## config.mk

```make
export PLATFORM = sky130hd
export DESIGN_NAME = c_subset_lexer_core
export DESIGN_NICKNAME = d
export VERILOG_FILES = /design/src/design/csl_pkg.sv /design/src/design/csl_front.sv /design/src/design/csl_queue.sv /design/src/design/csl_back.sv /design/src/design/c_subset_lexer_core.sv
export SDC_FILE = /design/constraint.sdc
export NUM_CORES = 1
export LEC_CHECK = 0
export ABC_AREA = 0
export ABC_CLOCK_PERIOD_IN_PS = 7200
export BUFFER_PORTS_ARGS = -buffer_cell sky130_fd_sc_hd__buf_2
export CAP_MARGIN = 20
export CELL_PAD_IN_SITES_DETAIL_PLACEMENT = 0
export CELL_PAD_IN_SITES_GLOBAL_PLACEMENT = 1
export CORE_MARGIN = 1.5
export CORE_UTILIZATION = 40
export CTS_BUF_LIST = sky130_fd_sc_hd__clkbuf_4
export DETAILED_ROUTE_END_ITERATION = 12
export PLACE_DENSITY = 0.65
export SETUP_SLACK_MARGIN = 0.1
export SYNTH_ARGS = -nofsm -noshare
export SYNTH_HDL_FRONTEND = slang
export SYNTH_SLANG_ARGS = --single-unit
```

## constraint.sdc

```tcl
create_clock -name clock -period 7.2 [get_ports clock]
set_clock_uncertainty 0.2 [all_clocks]
set_input_delay 0 -clock clock [delete_from_list [all_inputs] [get_ports clock]]
set_output_delay 0 -clock clock [all_outputs]
set_load 0.03 [all_outputs]
```

## src/design/csl_pkg.sv

```systemverilog
// Shared types, token codes and character constants for the C subset lexer.
// No dependencies; imported by every lexer module.
`default_nettype none

package csl_pkg;

   // Token codes
   localparam logic [3:0] TOK_EOF        = 4'd0;
   localparam logic [3:0] TOK_SEMI       = 4'd1;
   localparam logic [3:0] TOK_LPAREN     = 4'd2;
   localparam logic [3:0] TOK_RPAREN     = 4'd3;
   localparam logic [3:0] TOK_LBRACE     = 4'd4;
   localparam logic [3:0] TOK_RBRACE     = 4'd5;
   localparam logic [3:0] TOK_SQUIGGLE   = 4'd6;
   localparam logic [3:0] TOK_DASH       = 4'd7;
   localparam logic [3:0] TOK_DECREMENT  = 4'd8;
   localparam logic [3:0] TOK_CONST      = 4'd9;
   localparam logic [3:0] TOK_IDENT      = 4'd10;
   localparam logic [3:0] TOK_INT        = 4'd11;
   localparam logic [3:0] TOK_VOID       = 4'd12;
   localparam logic [3:0] TOK_RETURN     = 4'd13;
   localparam logic [3:0] TOK_BAD        = 4'd14;

   // Characters of interest
   localparam logic [7:0] CH_SPACE  = 8'h20;
   localparam logic [7:0] CH_TAB    = 8'h09;
   localparam logic [7:0] CH_NL     = 8'h0A;
   localparam logic [7:0] CH_CR     = 8'h0D;
   localparam logic [7:0] CH_FF     = 8'h0C;
   localparam logic [7:0] CH_SEMI   = 8'h3B;
   localparam logic [7:0] CH_LPAREN = 8'h28;
   localparam logic [7:0] CH_RPAREN = 8'h29;
   localparam logic [7:0] CH_LBRACE = 8'h7B;
   localparam logic [7:0] CH_RBRACE = 8'h7D;
   localparam logic [7:0] CH_TILDE  = 8'h7E;
   localparam logic [7:0] CH_MINUS  = 8'h2D;
   localparam logic [7:0] CH_UNDER  = 8'h5F;
   localparam logic [7:0] CH_ZERO   = 8'h30;

   // Largest constant value
   localparam logic [30:0] CONST_MAX = 31'h7FFF_FFFF;

   // Keywords: int, void, return
   localparam int KW_COUNT   = 3;
   localparam int KW_MAX_LEN = 6;
   localparam int KW_LEN_INT    = 3;
   localparam int KW_LEN_VOID   = 4;
   localparam int KW_LEN_RETURN = 6;
   localparam logic [7:0] KW_TEXT [KW_COUNT][KW_MAX_LEN] = '{
      '{8'h69, 8'h6E, 8'h74, 8'h00, 8'h00, 8'h00},
      '{8'h76, 8'h6F, 8'h69, 8'h64, 8'h00, 8'h00},
      '{8'h72, 8'h65, 8'h74, 8'h75, 8'h72, 8'h6E}
   };
   localparam int KW_LEN [KW_COUNT] = '{KW_LEN_INT, KW_LEN_VOID, KW_LEN_RETURN};

   // Queue depth between scanner and output stage
   localparam int QUEUE_DEPTH = 4;
   localparam int QUEUE_PTR_W = 2;

   typedef struct packed {
      logic [7:0] char_code;
      logic       end_of_input;
   } req_type;

   typedef struct packed {
      logic [3:0]  token_kind;
      logic [30:0] constant_value;
      logic        constant_overflow;
      logic [6:0]  ident_length;
      logic [7:0]  offending_char;
      logic [15:0] line_number;
      logic [15:0] column;
      logic        last_of_run;
   } rsp_type;

   // One scanned item: one or two tokens
   typedef struct packed {
      rsp_type tok0;
      rsp_type tok1;
      logic    two;
   } entry_type;

   function automatic logic is_letter(input logic [7:0] c);
      return (c >= 8'h61 && c <= 8'h7A) || (c >= 8'h41 && c <= 8'h5A);
   endfunction

   function automatic logic is_digit(input logic [7:0] c);
      return c >= 8'h30 && c <= 8'h39;
   endfunction

   // Keyword character at a position, zero beyond the keyword's end
   function automatic logic [7:0] kw_char(input int k, input int pos);
      logic [7:0] r;
      r = 8'h00;
      if (pos < KW_MAX_LEN) begin
         r = KW_TEXT[k][pos];
      end
      return r;
   endfunction

endpackage

`default_nettype wire

```

## src/design/csl_front.sv

```systemverilog
// Scanner front end: accepts characters, tracks position and token state,
// and pushes one queue entry per item that yields tokens. Uses csl_pkg.
`default_nettype none

module csl_front import csl_pkg::*; #(
   parameter int MAX_IDENT_LEN = 64,
   parameter int LINE_BITS     = 16
) (
   input  wire logic      clock,
   input  wire logic      reset,
   input  wire logic      req_valid,
   output logic           req_stall,
   input  wire req_type   req_data,
   input  wire logic      q_full,
   output logic           push,
   output entry_type      push_entry
);

   localparam int CntW = $clog2(MAX_IDENT_LEN + 1);
   localparam int ExtW = (LINE_BITS > 16) ? LINE_BITS : 16;

   typedef enum logic [2:0] {
      MODE_IDLE, MODE_NUM, MODE_IDENT, MODE_MINUS, MODE_HALT
   } mode_type;

   mode_type               mode_ff, mode_in;
   logic [30:0]            acc_ff, acc_in;
   logic                   ovf_ff, ovf_in;
   logic [CntW-1:0]        cnt_ff, cnt_in;
   logic [KW_COUNT-1:0]    kw_ff, kw_in;
   logic [LINE_BITS-1:0]   line_ff, line_in;
   logic [15:0]            col_ff, col_in;

   logic        accept;
   logic [7:0]  c;
   logic        eof;
   rsp_type     base_tok, pend_tok, idle_tok, ident_tok;
   logic        pend_emit, idle_emit, do_idle;
   mode_type    idle_mode;
   logic        idle_digit, idle_word;
   logic [34:0] acc_mul;
   logic [KW_COUNT-1:0] kw_first, kw_next;
   logic [ExtW-1:0] line_ext;

   assign req_stall = q_full;
   assign accept    = req_valid && !q_full;
   assign c         = req_data.char_code;
   assign eof       = req_data.end_of_input;

   // Position counters after this item
   always_comb begin
      line_in = line_ff;
      col_in  = col_ff;
      if (!eof && c == CH_NL) begin
         if (line_ff != {LINE_BITS{1'b1}}) begin
            line_in = line_ff + 1'b1;
         end
         col_in = 16'd0;
      end else if (col_ff != 16'hFFFF) begin
         col_in = col_ff + 16'd1;
      end
   end

   // Common token fields
   assign line_ext = ExtW'(line_in);
   always_comb begin
      base_tok             = '0;
      base_tok.line_number = line_ext[15:0];
      base_tok.column      = col_in;
   end

   // Keyword tracking: first character and following characters
   always_comb begin
      for (int k = 0; k < KW_COUNT; k++) begin
         kw_first[k] = (c == kw_char(k, 0));
         kw_next[k]  = kw_ff[k] && (int'(cnt_ff) < KW_LEN[k]) &&
                       (c == kw_char(k, int'(cnt_ff)));
      end
   end

   // Identifier or keyword token for the pending word
   always_comb begin
      ident_tok = base_tok;
      if (kw_ff[0] && cnt_ff == CntW'(KW_LEN_INT)) begin
         ident_tok.token_kind = TOK_INT;
      end else if (kw_ff[1] && cnt_ff == CntW'(KW_LEN_VOID)) begin
         ident_tok.token_kind = TOK_VOID;
      end else if (kw_ff[2] && cnt_ff == CntW'(KW_LEN_RETURN)) begin
         ident_tok.token_kind = TOK_RETURN;
      end else begin
         ident_tok.token_kind   = TOK_IDENT;
         ident_tok.ident_length = 7'(cnt_ff);
      end
   end

   // Character seen between tokens
   always_comb begin
      idle_tok   = base_tok;
      idle_emit  = 1'b1;
      idle_mode  = MODE_IDLE;
      idle_digit = 1'b0;
      idle_word  = 1'b0;
      case (c)
         CH_SPACE, CH_TAB, CH_NL, CH_CR, CH_FF: idle_emit = 1'b0;
         CH_SEMI:   idle_tok.token_kind = TOK_SEMI;
         CH_LPAREN: idle_tok.token_kind = TOK_LPAREN;
         CH_RPAREN: idle_tok.token_kind = TOK_RPAREN;
         CH_LBRACE: idle_tok.token_kind = TOK_LBRACE;
         CH_RBRACE: idle_tok.token_kind = TOK_RBRACE;
         CH_TILDE:  idle_tok.token_kind = TOK_SQUIGGLE;
         CH_MINUS: begin
            idle_emit = 1'b0;
            idle_mode = MODE_MINUS;
         end
         default: begin
            if (is_digit(c)) begin
               idle_emit  = 1'b0;
               idle_mode  = MODE_NUM;
               idle_digit = 1'b1;
            end else if (is_letter(c) || c == CH_UNDER) begin
               idle_emit = 1'b0;
               idle_mode = MODE_IDENT;
               idle_word = 1'b1;
            end else begin
               idle_tok.token_kind     = TOK_BAD;
               idle_tok.offending_char = c;
               idle_mode               = MODE_HALT;
            end
         end
      endcase
   end

   // acc * 10 + digit
   assign acc_mul = ({4'd0, acc_ff} << 3) + ({4'd0, acc_ff} << 1) +
                    35'(c - CH_ZERO);

   // Main scan step
   always_comb begin
      mode_in   = mode_ff;
      acc_in    = acc_ff;
      ovf_in    = ovf_ff;
      cnt_in    = cnt_ff;
      kw_in     = kw_ff;
      pend_emit = 1'b0;
      pend_tok  = base_tok;
      do_idle   = 1'b0;
      if (eof) begin
         case (mode_ff)
            MODE_MINUS: begin
               pend_emit           = 1'b1;
               pend_tok.token_kind = TOK_DASH;
            end
            MODE_NUM: begin
               pend_emit                  = 1'b1;
               pend_tok.token_kind        = TOK_CONST;
               pend_tok.constant_value    = acc_ff;
               pend_tok.constant_overflow = ovf_ff;
            end
            MODE_IDENT: begin
               pend_emit = 1'b1;
               pend_tok  = ident_tok;
            end
            default: pend_emit = 1'b0;
         endcase
         mode_in = MODE_HALT;
      end else begin
         case (mode_ff)
            MODE_MINUS: begin
               pend_emit = 1'b1;
               if (c == CH_MINUS) begin
                  pend_tok.token_kind = TOK_DECREMENT;
                  mode_in             = MODE_IDLE;
               end else begin
                  pend_tok.token_kind = TOK_DASH;
                  do_idle             = 1'b1;
               end
            end
            MODE_NUM: begin
               if (is_digit(c)) begin
                  if (acc_mul > 35'(CONST_MAX)) begin
                     acc_in = CONST_MAX;
                     ovf_in = 1'b1;
                  end else begin
                     acc_in = acc_mul[30:0];
                  end
               end else if (is_letter(c)) begin
                  pend_emit               = 1'b1;
                  pend_tok.token_kind     = TOK_BAD;
                  pend_tok.offending_char = c;
                  mode_in                 = MODE_HALT;
               end else begin
                  pend_emit                  = 1'b1;
                  pend_tok.token_kind        = TOK_CONST;
                  pend_tok.constant_value    = acc_ff;
                  pend_tok.constant_overflow = ovf_ff;
                  do_idle                    = 1'b1;
               end
            end
            MODE_IDENT: begin
               if (is_letter(c) || c == CH_UNDER) begin
                  kw_in = kw_next;
                  if (int'(cnt_ff) < MAX_IDENT_LEN) begin
                     cnt_in = cnt_ff + 1'b1;
                  end
               end else begin
                  pend_emit = 1'b1;
                  pend_tok  = ident_tok;
                  do_idle   = 1'b1;
               end
            end
            MODE_HALT: do_idle = 1'b0;
            default:   do_idle = 1'b1;
         endcase
      end
      if (do_idle) begin
         mode_in = idle_mode;
         if (idle_digit) begin
            acc_in = 31'(c - CH_ZERO);
            ovf_in = 1'b0;
         end
         if (idle_word) begin
            cnt_in = CntW'(1);
            kw_in  = kw_first;
         end
      end
   end

   // Queue entry: pending token first, then the token of this character
   always_comb begin
      logic second;
      second = eof || (do_idle && idle_emit);
      push_entry      = '0;
      push_entry.two  = pend_emit && second;
      push_entry.tok1 = eof ? base_tok : idle_tok;
      if (eof) begin
         push_entry.tok1.token_kind = TOK_EOF;
      end
      push_entry.tok1.last_of_run = 1'b1;
      push_entry.tok0 = pend_emit ? pend_tok : push_entry.tok1;
      push_entry.tok0.last_of_run = !(pend_emit && second);
      push = accept && (mode_ff != MODE_HALT) && (pend_emit || second);
   end

   // State registers; a halted scanner changes nothing
   always_ff @(posedge clock) begin
      if (reset) begin
         mode_ff <= MODE_IDLE;
         acc_ff  <= '0;
         ovf_ff  <= 1'b0;
         cnt_ff  <= '0;
         kw_ff   <= '1;
         line_ff <= LINE_BITS'(1);
         col_ff  <= '0;
      end else if (accept && mode_ff != MODE_HALT) begin
         mode_ff <= mode_in;
         acc_ff  <= acc_in;
         ovf_ff  <= ovf_in;
         cnt_ff  <= cnt_in;
         kw_ff   <= kw_in;
         line_ff <= line_in;
         col_ff  <= col_in;
      end
   end

endmodule

`default_nettype wire

```

## src/design/csl_queue.sv

```systemverilog
// Short FIFO of scanned entries between front end and output stage.
// Uses csl_pkg for the entry type and depth.
`default_nettype none

module csl_queue import csl_pkg::*; (
   input  wire logic      clock,
   input  wire logic      reset,
   input  wire logic      push,
   input  wire entry_type push_entry,
   output logic           full,
   input  wire logic      pop,
   output logic           empty,
   output entry_type      pop_entry
);

   entry_type                slot_ff [QUEUE_DEPTH];
   logic [QUEUE_PTR_W-1:0]   wr_ff, wr_in;
   logic [QUEUE_PTR_W-1:0]   rd_ff, rd_in;
   logic [QUEUE_PTR_W:0]     count_ff, count_in;

   assign full      = count_ff == (QUEUE_PTR_W+1)'(QUEUE_DEPTH);
   assign empty     = count_ff == '0;
   assign pop_entry = slot_ff[rd_ff];

   // Pointer and fill count
   always_comb begin
      wr_in    = push ? wr_ff + 1'b1 : wr_ff;
      rd_in    = pop ? rd_ff + 1'b1 : rd_ff;
      count_in = count_ff;
      if (push && !pop) begin
         count_in = count_ff + 1'b1;
      end else if (pop && !push) begin
         count_in = count_ff - 1'b1;
      end
   end

   always_ff @(posedge clock) begin
      if (reset) begin
         wr_ff    <= '0;
         rd_ff    <= '0;
         count_ff <= '0;
      end else begin
         wr_ff    <= wr_in;
         rd_ff    <= rd_in;
         count_ff <= count_in;
      end
   end

   // Storage, no reset
   always_ff @(posedge clock) begin
      if (push) begin
         slot_ff[wr_ff] <= push_entry;
      end
   end

endmodule

`default_nettype wire

```

## src/design/csl_back.sv

```systemverilog
// Output stage: splits queue entries into single tokens and holds the
// result word in a register under stall. Uses csl_pkg.
`default_nettype none

module csl_back import csl_pkg::*; (
   input  wire logic      clock,
   input  wire logic      reset,
   input  wire logic      q_empty,
   input  wire entry_type q_entry,
   output logic           pop,
   output logic           rsp_valid,
   input  wire logic      rsp_stall,
   output rsp_type        rsp_data
);

   rsp_type out_ff, out_in;
   logic    out_valid_ff, out_valid_in;
   rsp_type sec_ff, sec_in;
   logic    sec_valid_ff, sec_valid_in;
   logic    load;

   assign load      = !out_valid_ff || !rsp_stall;
   assign pop       = load && !sec_valid_ff && !q_empty;
   assign rsp_valid = out_valid_ff;
   assign rsp_data  = out_ff;

   // Second token of an entry goes out before the next entry
   always_comb begin
      out_in       = out_ff;
      out_valid_in = out_valid_ff;
      sec_in       = sec_ff;
      sec_valid_in = sec_valid_ff;
      if (load) begin
         if (sec_valid_ff) begin
            out_in       = sec_ff;
            out_valid_in = 1'b1;
            sec_valid_in = 1'b0;
         end else if (!q_empty) begin
            out_in       = q_entry.tok0;
            out_valid_in = 1'b1;
            sec_in       = q_entry.tok1;
            sec_valid_in = q_entry.two;
         end else begin
            out_valid_in = 1'b0;
         end
      end
   end

   always_ff @(posedge clock) begin
      if (reset) begin
         out_valid_ff <= 1'b0;
         sec_valid_ff <= 1'b0;
      end else begin
         out_valid_ff <= out_valid_in;
         sec_valid_ff <= sec_valid_in;
      end
      out_ff <= out_in;
      sec_ff <= sec_in;
   end

endmodule

`default_nettype wire

```

## src/design/c_subset_lexer_core.sv

```systemverilog
// Top level of the C subset lexer: front end, entry queue and output stage.
// Depends on csl_pkg, csl_front, csl_queue and csl_back.
//
// Usage: one source byte (or an end-of-input mark) per req word; tokens
// leave one per rsp word. Each token carries kind, constant value and
// saturation flag, identifier length, offending byte for errors, and the
// line and column after its input byte was counted. last_of_run marks the
// final token caused by one input word.
// Throughput: one input word per cycle while the queue is not full; an
// input that yields two tokens occupies the output once per token, set by the single output register.
// Path: a token's input is written into the queue at the edge that takes
// it, then the output register loads the token from the queue; a second
// token from the same input waits in a second register and follows it.
// Stall: a stalled token holds in the output register; the four-entry
// queue keeps accepting until full, then req_stall rises.
// Reset: scanning state clears, line 1, column 0, queue and output empty.
// After an error or eof token, further input is taken and dropped until
// reset.
`default_nettype none

module c_subset_lexer_core import csl_pkg::*; #(
   parameter int MAX_IDENT_LEN = 64,
   parameter int LINE_BITS     = 16
) (
   input  wire logic    clock,
   input  wire logic    reset,
   input  wire logic    req_valid,
   output logic         req_stall,
   input  wire req_type req_data,
   output logic         rsp_valid,
   input  wire logic    rsp_stall,
   output rsp_type      rsp_data
);

   logic      push, q_full, q_empty, pop;
   entry_type push_entry, pop_entry;

   csl_front #(
      .MAX_IDENT_LEN(MAX_IDENT_LEN),
      .LINE_BITS    (LINE_BITS)
   ) u_front (
      .clock     (clock),
      .reset     (reset),
      .req_valid (req_valid),
      .req_stall (req_stall),
      .req_data  (req_data),
      .q_full    (q_full),
      .push      (push),
      .push_entry(push_entry)
   );

   csl_queue u_queue (
      .clock     (clock),
      .reset     (reset),
      .push      (push),
      .push_entry(push_entry),
      .full      (q_full),
      .pop       (pop),
      .empty     (q_empty),
      .pop_entry (pop_entry)
   );

   csl_back u_back (
      .clock    (clock),
      .reset    (reset),
      .q_empty  (q_empty),
      .q_entry  (pop_entry),
      .pop      (pop),
      .rsp_valid(rsp_valid),
      .rsp_stall(rsp_stall),
      .rsp_data (rsp_data)
   );

endmodule

`default_nettype wire
```

Word-level counts from Yosys, hierarchy flattened
Memories as Yosys holds them, arrays and structs flattened. A register that Yosys moved wholly into a read port is not among the register bits.
Cells that the tools add are included.

word-level totals
  register bits = 254
  bits in latches = 0
  bits in writable memories = 672
  memory bits (read-only) = 192
  output and inout bits = 86
  word-level logic and storage cells = 244
  memories kept = 4

cells by class
  add/subtract/negate cells = 11
  multiply operators = 0
  div/mod/pow operators = 0
  magnitude comparators = 12
  equal/unequal tests = 34
  shift-type cells = 0
  mux-type cells = 105
  bitwise gates (word level) = 3
  reductions and logical operators = 47

memories
  name             words  width  read ports  clocked after memory_dff  wr ports  RTL line         text
  u_queue.slot_ff  4      168    1           1                         1         csl_queue.sv:16  entry_type slot_ff [QUEUE_DEPTH];
  (no name shown)  8      8      1           0                         0         csl_pkg.sv:96    r = KW_TEXT[k][pos];
  (no name shown)  8      8      1           0                         0         csl_pkg.sv:96
  (no name shown)  8      8      1           0                         0         csl_pkg.sv:96

operators by type and width
  cell                     count
  $mux W84                 6
  $mux W31                 6
  $mux W8                  14
  $mux W7                  10
  $mux W16                 4
  $mux W32                 2
  $pmux W32 S2             1
  $eq A8 B7 Y1 const B     7
  $mux W3                  16
  $mux W48                 1
  $eq A8 B6 Y1 const B     5
  $mux W36                 1
  $add A34 B32 Y35         1
  $add A35 B35 Y35         1
  $gt A35 B31 Y1 const B   1
  $mux W33                 1
  $add A16 B1 Y16 const B  2
  $eq A8 B4 Y1 const B     4
  $ge A32 B4 Y1 const B    1
  $ne A16 B16 Y1 const B   2
  $not A7 Y32              1
  $pmux W4 S7              1
  $mux W1                  26
  $eq A8 B8 Y1             3
  other kinds (43)         95

Depth between registers and ports, before layout
Gate-level depths: netlist of the first run.

  depth after elaboration = 15
  depth in mapped cells = 17
  depth with buffers taken out = 15

Hierarchy
Synthesis of the first run repeated with hierarchy kept, for this count alone.

second synthesis, totals
  cells, all modules = 2328
  area, all modules = 39512.9 µm²

modules (own cells, without submodules)
  module     times used  cells an instance  area an instance (µm²)  sequential area each (µm²)
  csl_queue  1           927                24805.0                 20479.6
  csl_front  1           1127               8555.7                  1541.5
  csl_back   1           274                6152.2                  5084.9

Worst setup path after synthesis of the first run
Ideal clock, no wire load.

  kind = input to register
  from = input port req_data[5] (netlist bit)
  to = register u_front.acc_ff[18]
  data arrival time = 5841 ps
  path slack = 1038 ps
  cell stages on the path = 15
  path buffers = 3
  path through = ha_1 clkbuf_1 nor3_1 fa_1 ha_1 buf_2 a21oi_1 o21ai_0 or2_2 o31ai_1 o41ai_1 xor2_1 nor4_2 buf_2 a21oi_1

between the ends
  word-level cells in the longest chain between the ends = 9
  elaborated cells on any way between the ends = 43

ends and longest elaborated chain
  item                  RTL line                            text
  start, declared       c_subset_lexer_core.sv:29           input wire req_type req_data,
  $sub A8 B6 Y9         csl_front.sv:135, csl_front.sv:218
  $add A35 B35 Y35      csl_front.sv:134                    assign acc_mul = ({4'd0, acc_ff} << 3) + ({4'd0, acc_ff} << 1) +
  $gt A35 B31 Y1        csl_front.sv:180                    if (acc_mul > 35'(CONST_MAX)) begin
  $mux W31              csl_front.sv:180
  $mux W31              csl_front.sv:179                    if (is_digit(c)) begin
  $mux W31              csl_front.sv:167                    case (mode_ff)
  $mux W31              csl_front.sv:147                    if (eof) begin
  $mux W31              csl_front.sv:217                    if (idle_digit) begin
  $mux W31 *            csl_front.sv:215                    if (do_idle) begin
  end signal, assigned  csl_front.sv:256                    acc_ff <= acc_in;
  end, declared         csl_front.sv:27                     logic [30:0] acc_ff, acc_in;

Mark *: on every way between the ends. The rest lies on a longest branch, timed or not.
A chain may end at the register's enable or synchronous reset.

Worst setup path after layout of the first run
  from = input port req_data[6] (netlist bit)
  to = register u_front.acc_ff[12]

The elaborated chain is that of the path after synthesis.

==> results of run 1 <==
cell usage in the layout, fill, tap and decap left out, types with 44 or more instances in the layout:
cell type	instances
ha_1	55
a21oi_1	116
nor2b_1	49
edfxtp_1	516
nor2_1	91
mux4_2	97
and2_1	44
dfxtp_1	85
inv_1	55
nand2_1	98
o21ai_0	66
buf_2	98
clkbuf_4	255
mux2_2	45
worst max-delay path by stage:
stage	slack [ps]	to	start	cells after the start
3_5_place_dp	2140	u_front.acc_ff[12]	req_data[5]	14
4_1_cts	1990	u_front.acc_ff[12]	req_data[6]	18
3_3_place_gp	2370	u_front.acc_ff[19]	req_data[5]	14
5_1_grt	1620	u_front.acc_ff[5]	req_data[6]	18
2_1_floorplan	1040	u_front.acc_ff[18]	req_data[5]	15
6_report	1850	u_front.acc_ff[12]	req_data[6]	18
repair_timing:
action / 4_1_cts / 5_1_grt
endpoints found under the hold margin: 510 / 0
hold buffers: 30 / 0
endpoints found under the setup margin: 0 / 0
power breakdown:
group          switching (mW)  total (mW)  internal, mW
Clock                    1.41        3.06          1.65
Combinational            1.84        2.91          1.06
Sequential              0.327        5.17          4.85
Total                    3.58        11.1          7.56
cells by family after synthesis:
logic type,Yosys count,synth area share (%)
AO/OA/AOI/OAI,339,7.86
buffers and inverters,164,2.46
flip-flops,604,63.1
AND/OR/NAND/NOR,479,9.45
XOR/XNOR,74,2.37
adder cells (fa/ha/maj),86,4.79
multiplexers,145,9.95
worst register-to-register path: stages, from the launching register on:
cell     delay (ps)
dfxtp_1         960
inv_1           290
nor3_1          620
a221o_1         300
and2_4          190
a221o_1         270
and3_4          810
buf_4           590
flip-flops by register name, summed over array words and instances, names as in the netlist, named ones only:
register / cells
u_back.sec_ff: 44
u_queue.count_ff: 3
u_front.mode_ff: 3
u_front.line_ff: 16
u_front.cnt_ff: 7
u_front.ovf_ff: 1
u_front.acc_ff: 31
u_queue.slot_ff: 388
u_queue.rd_ff: 2
u_back.sec_valid_ff: 1
u_back.rsp_data: 84
u_front.col_ff: 16
u_queue.wr_ff: 2
u_front.kw_ff: 3
u_back.rsp_valid: 1
layer usage:
layer | vias up | track usage [%]
met2 | 430 | 30.5
met1 | 8570 | 25.3
met4 | 0 | 7.78
met3 | 106 | 3.86
met5 | - | 0
li1 | 7847 | -
cell type report:
| class | count | share of cell area [%] |
|---|---|---|
| tap | 873 | 3.50 |
| antenna | 2 | 0.0161 |
| inverter | 56 | 0.674 |
| clock inverter | 37 | 0.694 |
| multi-input combinational | 1123 | 30.4 |
| clock buffer | 255 | 6.14 |
| sequential | 604 | 55.4 |
| timing repair buffer | 148 | 3.14 |
stage by stage:
step | std cells | cell area [um2] | setup WS [ps] | hold WS, ps
final | 3098 | 31200 | 1850 | 161
after global placement | 2774 | 28700 | 2370 | 130
after floorplan | 1891 | 27300 | 1040 | -55.2
after detailed placement | 2774 | 28700 | 2140 | 135
after CTS | 3096 | 31200 | 1990 | 6.18
after global routing | 3098 | 31200 | 1620 | 98.3
==> impl_metrics.env, run 1 <==
export IMPL_grt_max_degree=62
export IMPL_track_usage_pct=19.0
export IMPL_r2r_slack_ps=2520
export IMPL_min_period_over_period_pct=74.3
export IMPL_cts_root_buf="clkbuf_4"
export IMPL_critPathTopFamily="buffers and inverters"
export IMPL_synth_most_common_cell="edfxtp_1"
export IMPL_cp_max_fo=12
export IMPL_cts_sinks=604
export IMPL_drt_iter0_drc=1097
export IMPL_synth_seq_cells=604
export IMPL_syn_area_mm2=0.0273
export IMPL_remaining_drc_errors=0
export IMPL_irDropWorstVdd_mv=0.200
export IMPL_synth_largest_area_cell="edfxtp_1"
export IMPL_cts_setup_buffers=0
export IMPL_io_buffers=98
export IMPL_htreeDepth=4
export IMPL_gp_congestion=0.848
export IMPL_timing_rr_end="u_queue.slot_ff[1][161]"
export IMPL_timing_fmax_mhz=187
export IMPL_die_h_um=264
export IMPL_rsz0062_at_grt="false"
export IMPL_met2_wirelength_um=31400
export IMPL_status="finished clean"
export IMPL_startpoint_type="input port"
export IMPL_worstSetupPathType="in2reg"
export IMPL_power_mw=11.1
export IMPL_core_rowCount=95
export IMPL_clk_path_buf_depth=3
export IMPL_holdPathEnd="u_back.rsp_data[34]"
export IMPL_routed_top_layer="met4"
export IMPL_cp_slowest_cell="dlygate4sd3_1"
export IMPL_die_w_um=264
export IMPL_final_hold_violation_count=0
export IMPL_final_min_clock_period_ps=5350
export IMPL_critPathMaxStageDelay_ps=640
export IMPL_synth_nets=1990
export IMPL_worst_path_buf_inv=7
export IMPL_via_per_inst=5.47
export IMPL_cts_buffers=165
export IMPL_io_pins=99
export IMPL_rr_worst_depth=7
export IMPL_cap_violations=0
export IMPL_final_core_utilization_pct=46.2
export IMPL_core_mm2=0.0674
export IMPL_synth_largest_type_area_fraction_pct=56.7
export IMPL_grt_pass1_vias=17700
export IMPL_synth_edf_count=516
export IMPL_insertion_delay_ps=930
export IMPL_setup_tns_ps=0
export IMPL_path_clk_slew_ps=60
export IMPL_dr_wl_met3_um=2870
export IMPL_seq_area_frac_synth_pct=63.1
export IMPL_cp_data_arrival_time_ps=5900
export IMPL_drive_gt1_share_pct=26.0
export IMPL_min_path_type="in2reg"
export IMPL_ys_top_cells_by_area="edfxtp_1 57%, mux4_2 8.0%, dfxtp_1 6.4%, ha_1 2.5%, fa_1 2.3%"
export IMPL_max_slew_margin_rel_pct=26.6
export IMPL_final_nets=2197
export IMPL_post_cts_resized=0
export IMPL_min_path_cells=4
export IMPL_worstPathRequired_ps=7740
export IMPL_synthFlopType="edfxtp_1"
export IMPL_dr_pass1_iters=7
export IMPL_power_leakage_nw=10.8
export IMPL_tritoncts="done"
export IMPL_grt_ovfl_total=0
export IMPL_ant_nets=0
export IMPL_async_flop_share_pct=0
export IMPL_finalSetupViolations=0
export IMPL_area_delta_synth_final_pct=14.0
export IMPL_grt_pass1_wl_um=101000
export IMPL_postSynthAreaPerCell_um2=14.5
export IMPL_ys_types=83
export IMPL_dpl_hpwl_um=40000
export IMPL_r2r_start="u_front.mode_ff[1]"
export IMPL_wl_um=65300
export IMPL_fill_cells=6068
export IMPL_synth_common_cells="516 x edfxtp_1, 117 x a21oi_1, 98 x nand2_1"
export IMPL_multi_input_area_mm2=0.00948
export IMPL_slew_violations=0
export IMPL_worstMarginPinSlew_ps=1100
export IMPL_postSynthCellCount=1891
export IMPL_regArea_mm2=0.0173
export IMPL_antenna_found_initial=2
export IMPL_cellPowerDensity_mw_per_mm2=357
export IMPL_die_area_mm2=0.0699
export IMPL_cp_end_kind="register"
export IMPL_wl_met1_um=29500
export IMPL_ys_warnings_count=0
export IMPL_wl_per_cell_um=21.1
export IMPL_num_vias=17000
export IMPL_hp_start="rsp_stall"
export IMPL_crit_chain="dlygate4sd3_1 > dlygate4sd3_1 > buf_2 > dlygate4sd3_1 > inv_1 > ha_1 > inv_1 > fa_1 > inv_1 > ha_1 > and2_1 > a221oi_1 > a21oi_1 > o31ai_1 > o41ai_1 > xor2_1 > nor4_4 > a41oi_1"
export IMPL_initial_core_util_pct=40.6
(Power assumes the default switching activity.)
==> run 2: changes to the inputs <==
--- a/config.mk
+++ b/config.mk
@@ -6,7 +6,7 @@
 export NUM_CORES = 1
 export LEC_CHECK = 0
 export ABC_AREA = 0
-export ABC_CLOCK_PERIOD_IN_PS = 7200
+export ABC_CLOCK_PERIOD_IN_PS = 5200
 export BUFFER_PORTS_ARGS = -buffer_cell sky130_fd_sc_hd__buf_2
 export CAP_MARGIN = 20
 export CELL_PAD_IN_SITES_DETAIL_PLACEMENT = 0
==> constraint.sdc (replaced) <==
create_clock -name clock -period 5.2 [get_ports clock]
set_clock_uncertainty 0.2 [all_clocks]
set_input_delay 0 -clock clock [delete_from_list [all_inputs] [get_ports clock]]
set_output_delay 0 -clock clock [all_outputs]
set_load 0.03 [all_outputs]
==> impl_metrics.env, run 2 (same netlist as run 1, synthesis figures left out) <==
export IMPL_status="finished clean"
export IMPL_die_w_um=264
export IMPL_final_hold_violation_count=0
export IMPL_place_area_mm2=0.0289
export IMPL_drt_iter0_drc=1155
export IMPL_dpl_hpwl_um=40300
export IMPL_grt_pass1_wl_um=100000
export IMPL_drive_gt1_share_pct=26.0
export IMPL_largest_reg_flops=388
export IMPL_cap_violations=0
export IMPL_pwr_share_seq_pct=45.9
export IMPL_largest_register="u_queue.slot_ff"
export IMPL_regArea_mm2=0.0173
export IMPL_final_cells=3112
export IMPL_die_area_mm2=0.0699
export IMPL_cp_end_kind="register"
export IMPL_min_path_cells=4
export IMPL_startpoint_type="input port"
export IMPL_p_int_mw=10.5
export IMPL_power_mw=15.4
export IMPL_initial_core_util_pct=40.6
export IMPL_dr_pass1_iters=5
export IMPL_num_vias=16900
export IMPL_clkPwrFrac_pct=27.0
export IMPL_r2r_start="u_front.acc_ff[2]"
export IMPL_grt_max_degree=62
export IMPL_multi_input_area_mm2=0.00948
export IMPL_worstMarginPinSlew_ps=1010
export IMPL_clk_path_buf_depth=3
export IMPL_cp_max_fo=12
export IMPL_hp_start="req_data[5]"
export IMPL_path_clk_slew_ps=60
export IMPL_finalSetupViolations=0
export IMPL_dp_cells=2790
export IMPL_antenna_found_initial=3
export IMPL_power_leakage_nw=10.9
export IMPL_io_buffers=98
export IMPL_cts_setup_buffers=0
export IMPL_setup_ws_ps=371
export IMPL_rr_worst_depth=13
export IMPL_holdPathEnd="u_queue.slot_ff[2][121]"
export IMPL_worstSetupPathType="in2reg"
export IMPL_comb_power_share_pct=27.1
export IMPL_final_common_cell="edfxtp_1"
export IMPL_min_path_type="in2reg"
export IMPL_wl_per_cell_um=20.5
export IMPL_cts_sinks=604
export IMPL_final_cell_mix="516 x edfxtp_1, 241 x clkbuf_4, 116 x a21oi_1"
export IMPL_post_place_ws_ps=594
export IMPL_die_h_um=264
export IMPL_fin_area_mm2=0.0313
export IMPL_core_rowCount=95
export IMPL_final_nets=2209
export IMPL_p_switching_mw=4.92
export IMPL_area_delta_synth_final_pct=14.6
export IMPL_fin_hold_ws_ps=125
export IMPL_r2r_slack_ps=670
export IMPL_timing_rr_end="u_front.acc_ff[0]"
export IMPL_cts_buffers=159
export IMPL_tritoncts="done"
export IMPL_wl_um=63700
export IMPL_io_pins=99
export IMPL_htreeDepth=4
export IMPL_ant_nets=0
export IMPL_cts_root_buf="clkbuf_4"
export IMPL_irDropWorstVdd_mv=0.339
export IMPL_fill_cells=5992
export IMPL_p_sw_share_pct=32.0
export IMPL_worst_path_buf_inv=7
export IMPL_cp_slowest_cell="dlygate4sd3_1"
export IMPL_core_mm2=0.0674
export IMPL_gp_congestion=0.842
export IMPL_cp_data_arrival_time_ps=5490
export IMPL_final_min_clock_period_ps=4830
export IMPL_crit_chain="dlygate4sd3_1 > buf_2 > dlygate4sd3_1 > inv_1 > ha_1 > inv_1 > fa_1 > inv_1 > ha_1 > o211ai_1 > o211ai_1 > a21oi_1 > nand2_1 > a41o_1 > nor3_2 > nor4_2 > a21oi_1 > dlygate4sd3_1"
export IMPL_min_period_over_period_pct=92.9
export IMPL_via_per_inst=5.42
export IMPL_critPathTopFamily="buffers and inverters"
export IMPL_track_usage_pct=18.7
export IMPL_timing_fmax_mhz=207
export IMPL_cellPowerDensity_mw_per_mm2=490
export IMPL_worstPathRequired_ps=5860
export IMPL_max_slew_margin_rel_pct=32.4
export IMPL_setup_tns_ps=0
export IMPL_critPathMaxStageDelay_ps=660
export IMPL_remaining_drc_errors=0
export IMPL_final_core_utilization_pct=46.5
export IMPL_grt_pass1_vias=17600
export IMPL_grt_ovfl_total=0
export IMPL_rsz0062_at_grt="false"
export IMPL_insertion_delay_ps=960
export IMPL_slew_violations=0
==> run 2: cell types whose count changed in the layout (fill, tap and decap cells not counted), sizes merged <==
cell         previous run  this run
clkinvlp                1         3
clkbuf                255       241
buf                   118       134
dlygate4sd3            30        32
clkinv                 31        39
inv                    60        59
bufinv                  1         2
==> run 2: final cells by class <==
cell class,count,area share [%]
Antenna cell,2,0.0160
Inverter,56,0.671
Tap cell,873,3.48
Clock inverter,47,0.862
Multi-Input combinational cell,1123,30.3
Sequential cell,604,55.1
Clock buffer,241,5.77
Timing Repair Buffer,166,3.85
==> run 2: routing by layer <==
metal | wire (um) | GRT usage (%)
met5 | 13 | 0
met4 | 1140 | 6.55
met3 | 2670 | 4.30
met2 | 30900 | 30.2
met1 | 29000 | 24.8
==> run 2: tightest hold or removal path, delay by kind of cell <==
kind	cells	cell delay [ps]
buffers and inverters	3	940
AND/OR/NAND/NOR	1	120
==> run 2: power groups by stage <==
stage | clock network [mW] | logic, mW | registers [mW]
after floorplan | 0 | 2.27 | 7.81
after global placement | 0 | 4.18 | 7.14
after detailed placement | 0 | 4.22 | 7.19
after CTS | 4.31 | 4.26 | 7.09
after global routing | 4.57 | 4.49 | 7.18
final | 4.15 | 4.16 | 7.06
==> run 2: timing repair <==
item,CTS,global route
hold buffers,32,0
hold endpoints to repair,502,0
gates resized for setup,0,1
setup endpoints to repair,0,1
==> run 2: worst max path at each step <==
| stage | to | from | cells past startpoint |
|---|---|---|---|
| after floorplan | u_front.acc_ff[18] | req_data[5] | 15 |
| after global placement | u_front.acc_ff[16] | req_data[5] | 14 |
| after detailed placement | u_front.acc_ff[26] | req_data[5] | 14 |
| after CTS | u_front.acc_ff[0] | req_data[6] | 18 |
| after global routing | u_front.acc_ff[0] | req_data[6] | 18 |
| final | u_front.acc_ff[0] | req_data[6] | 18 |
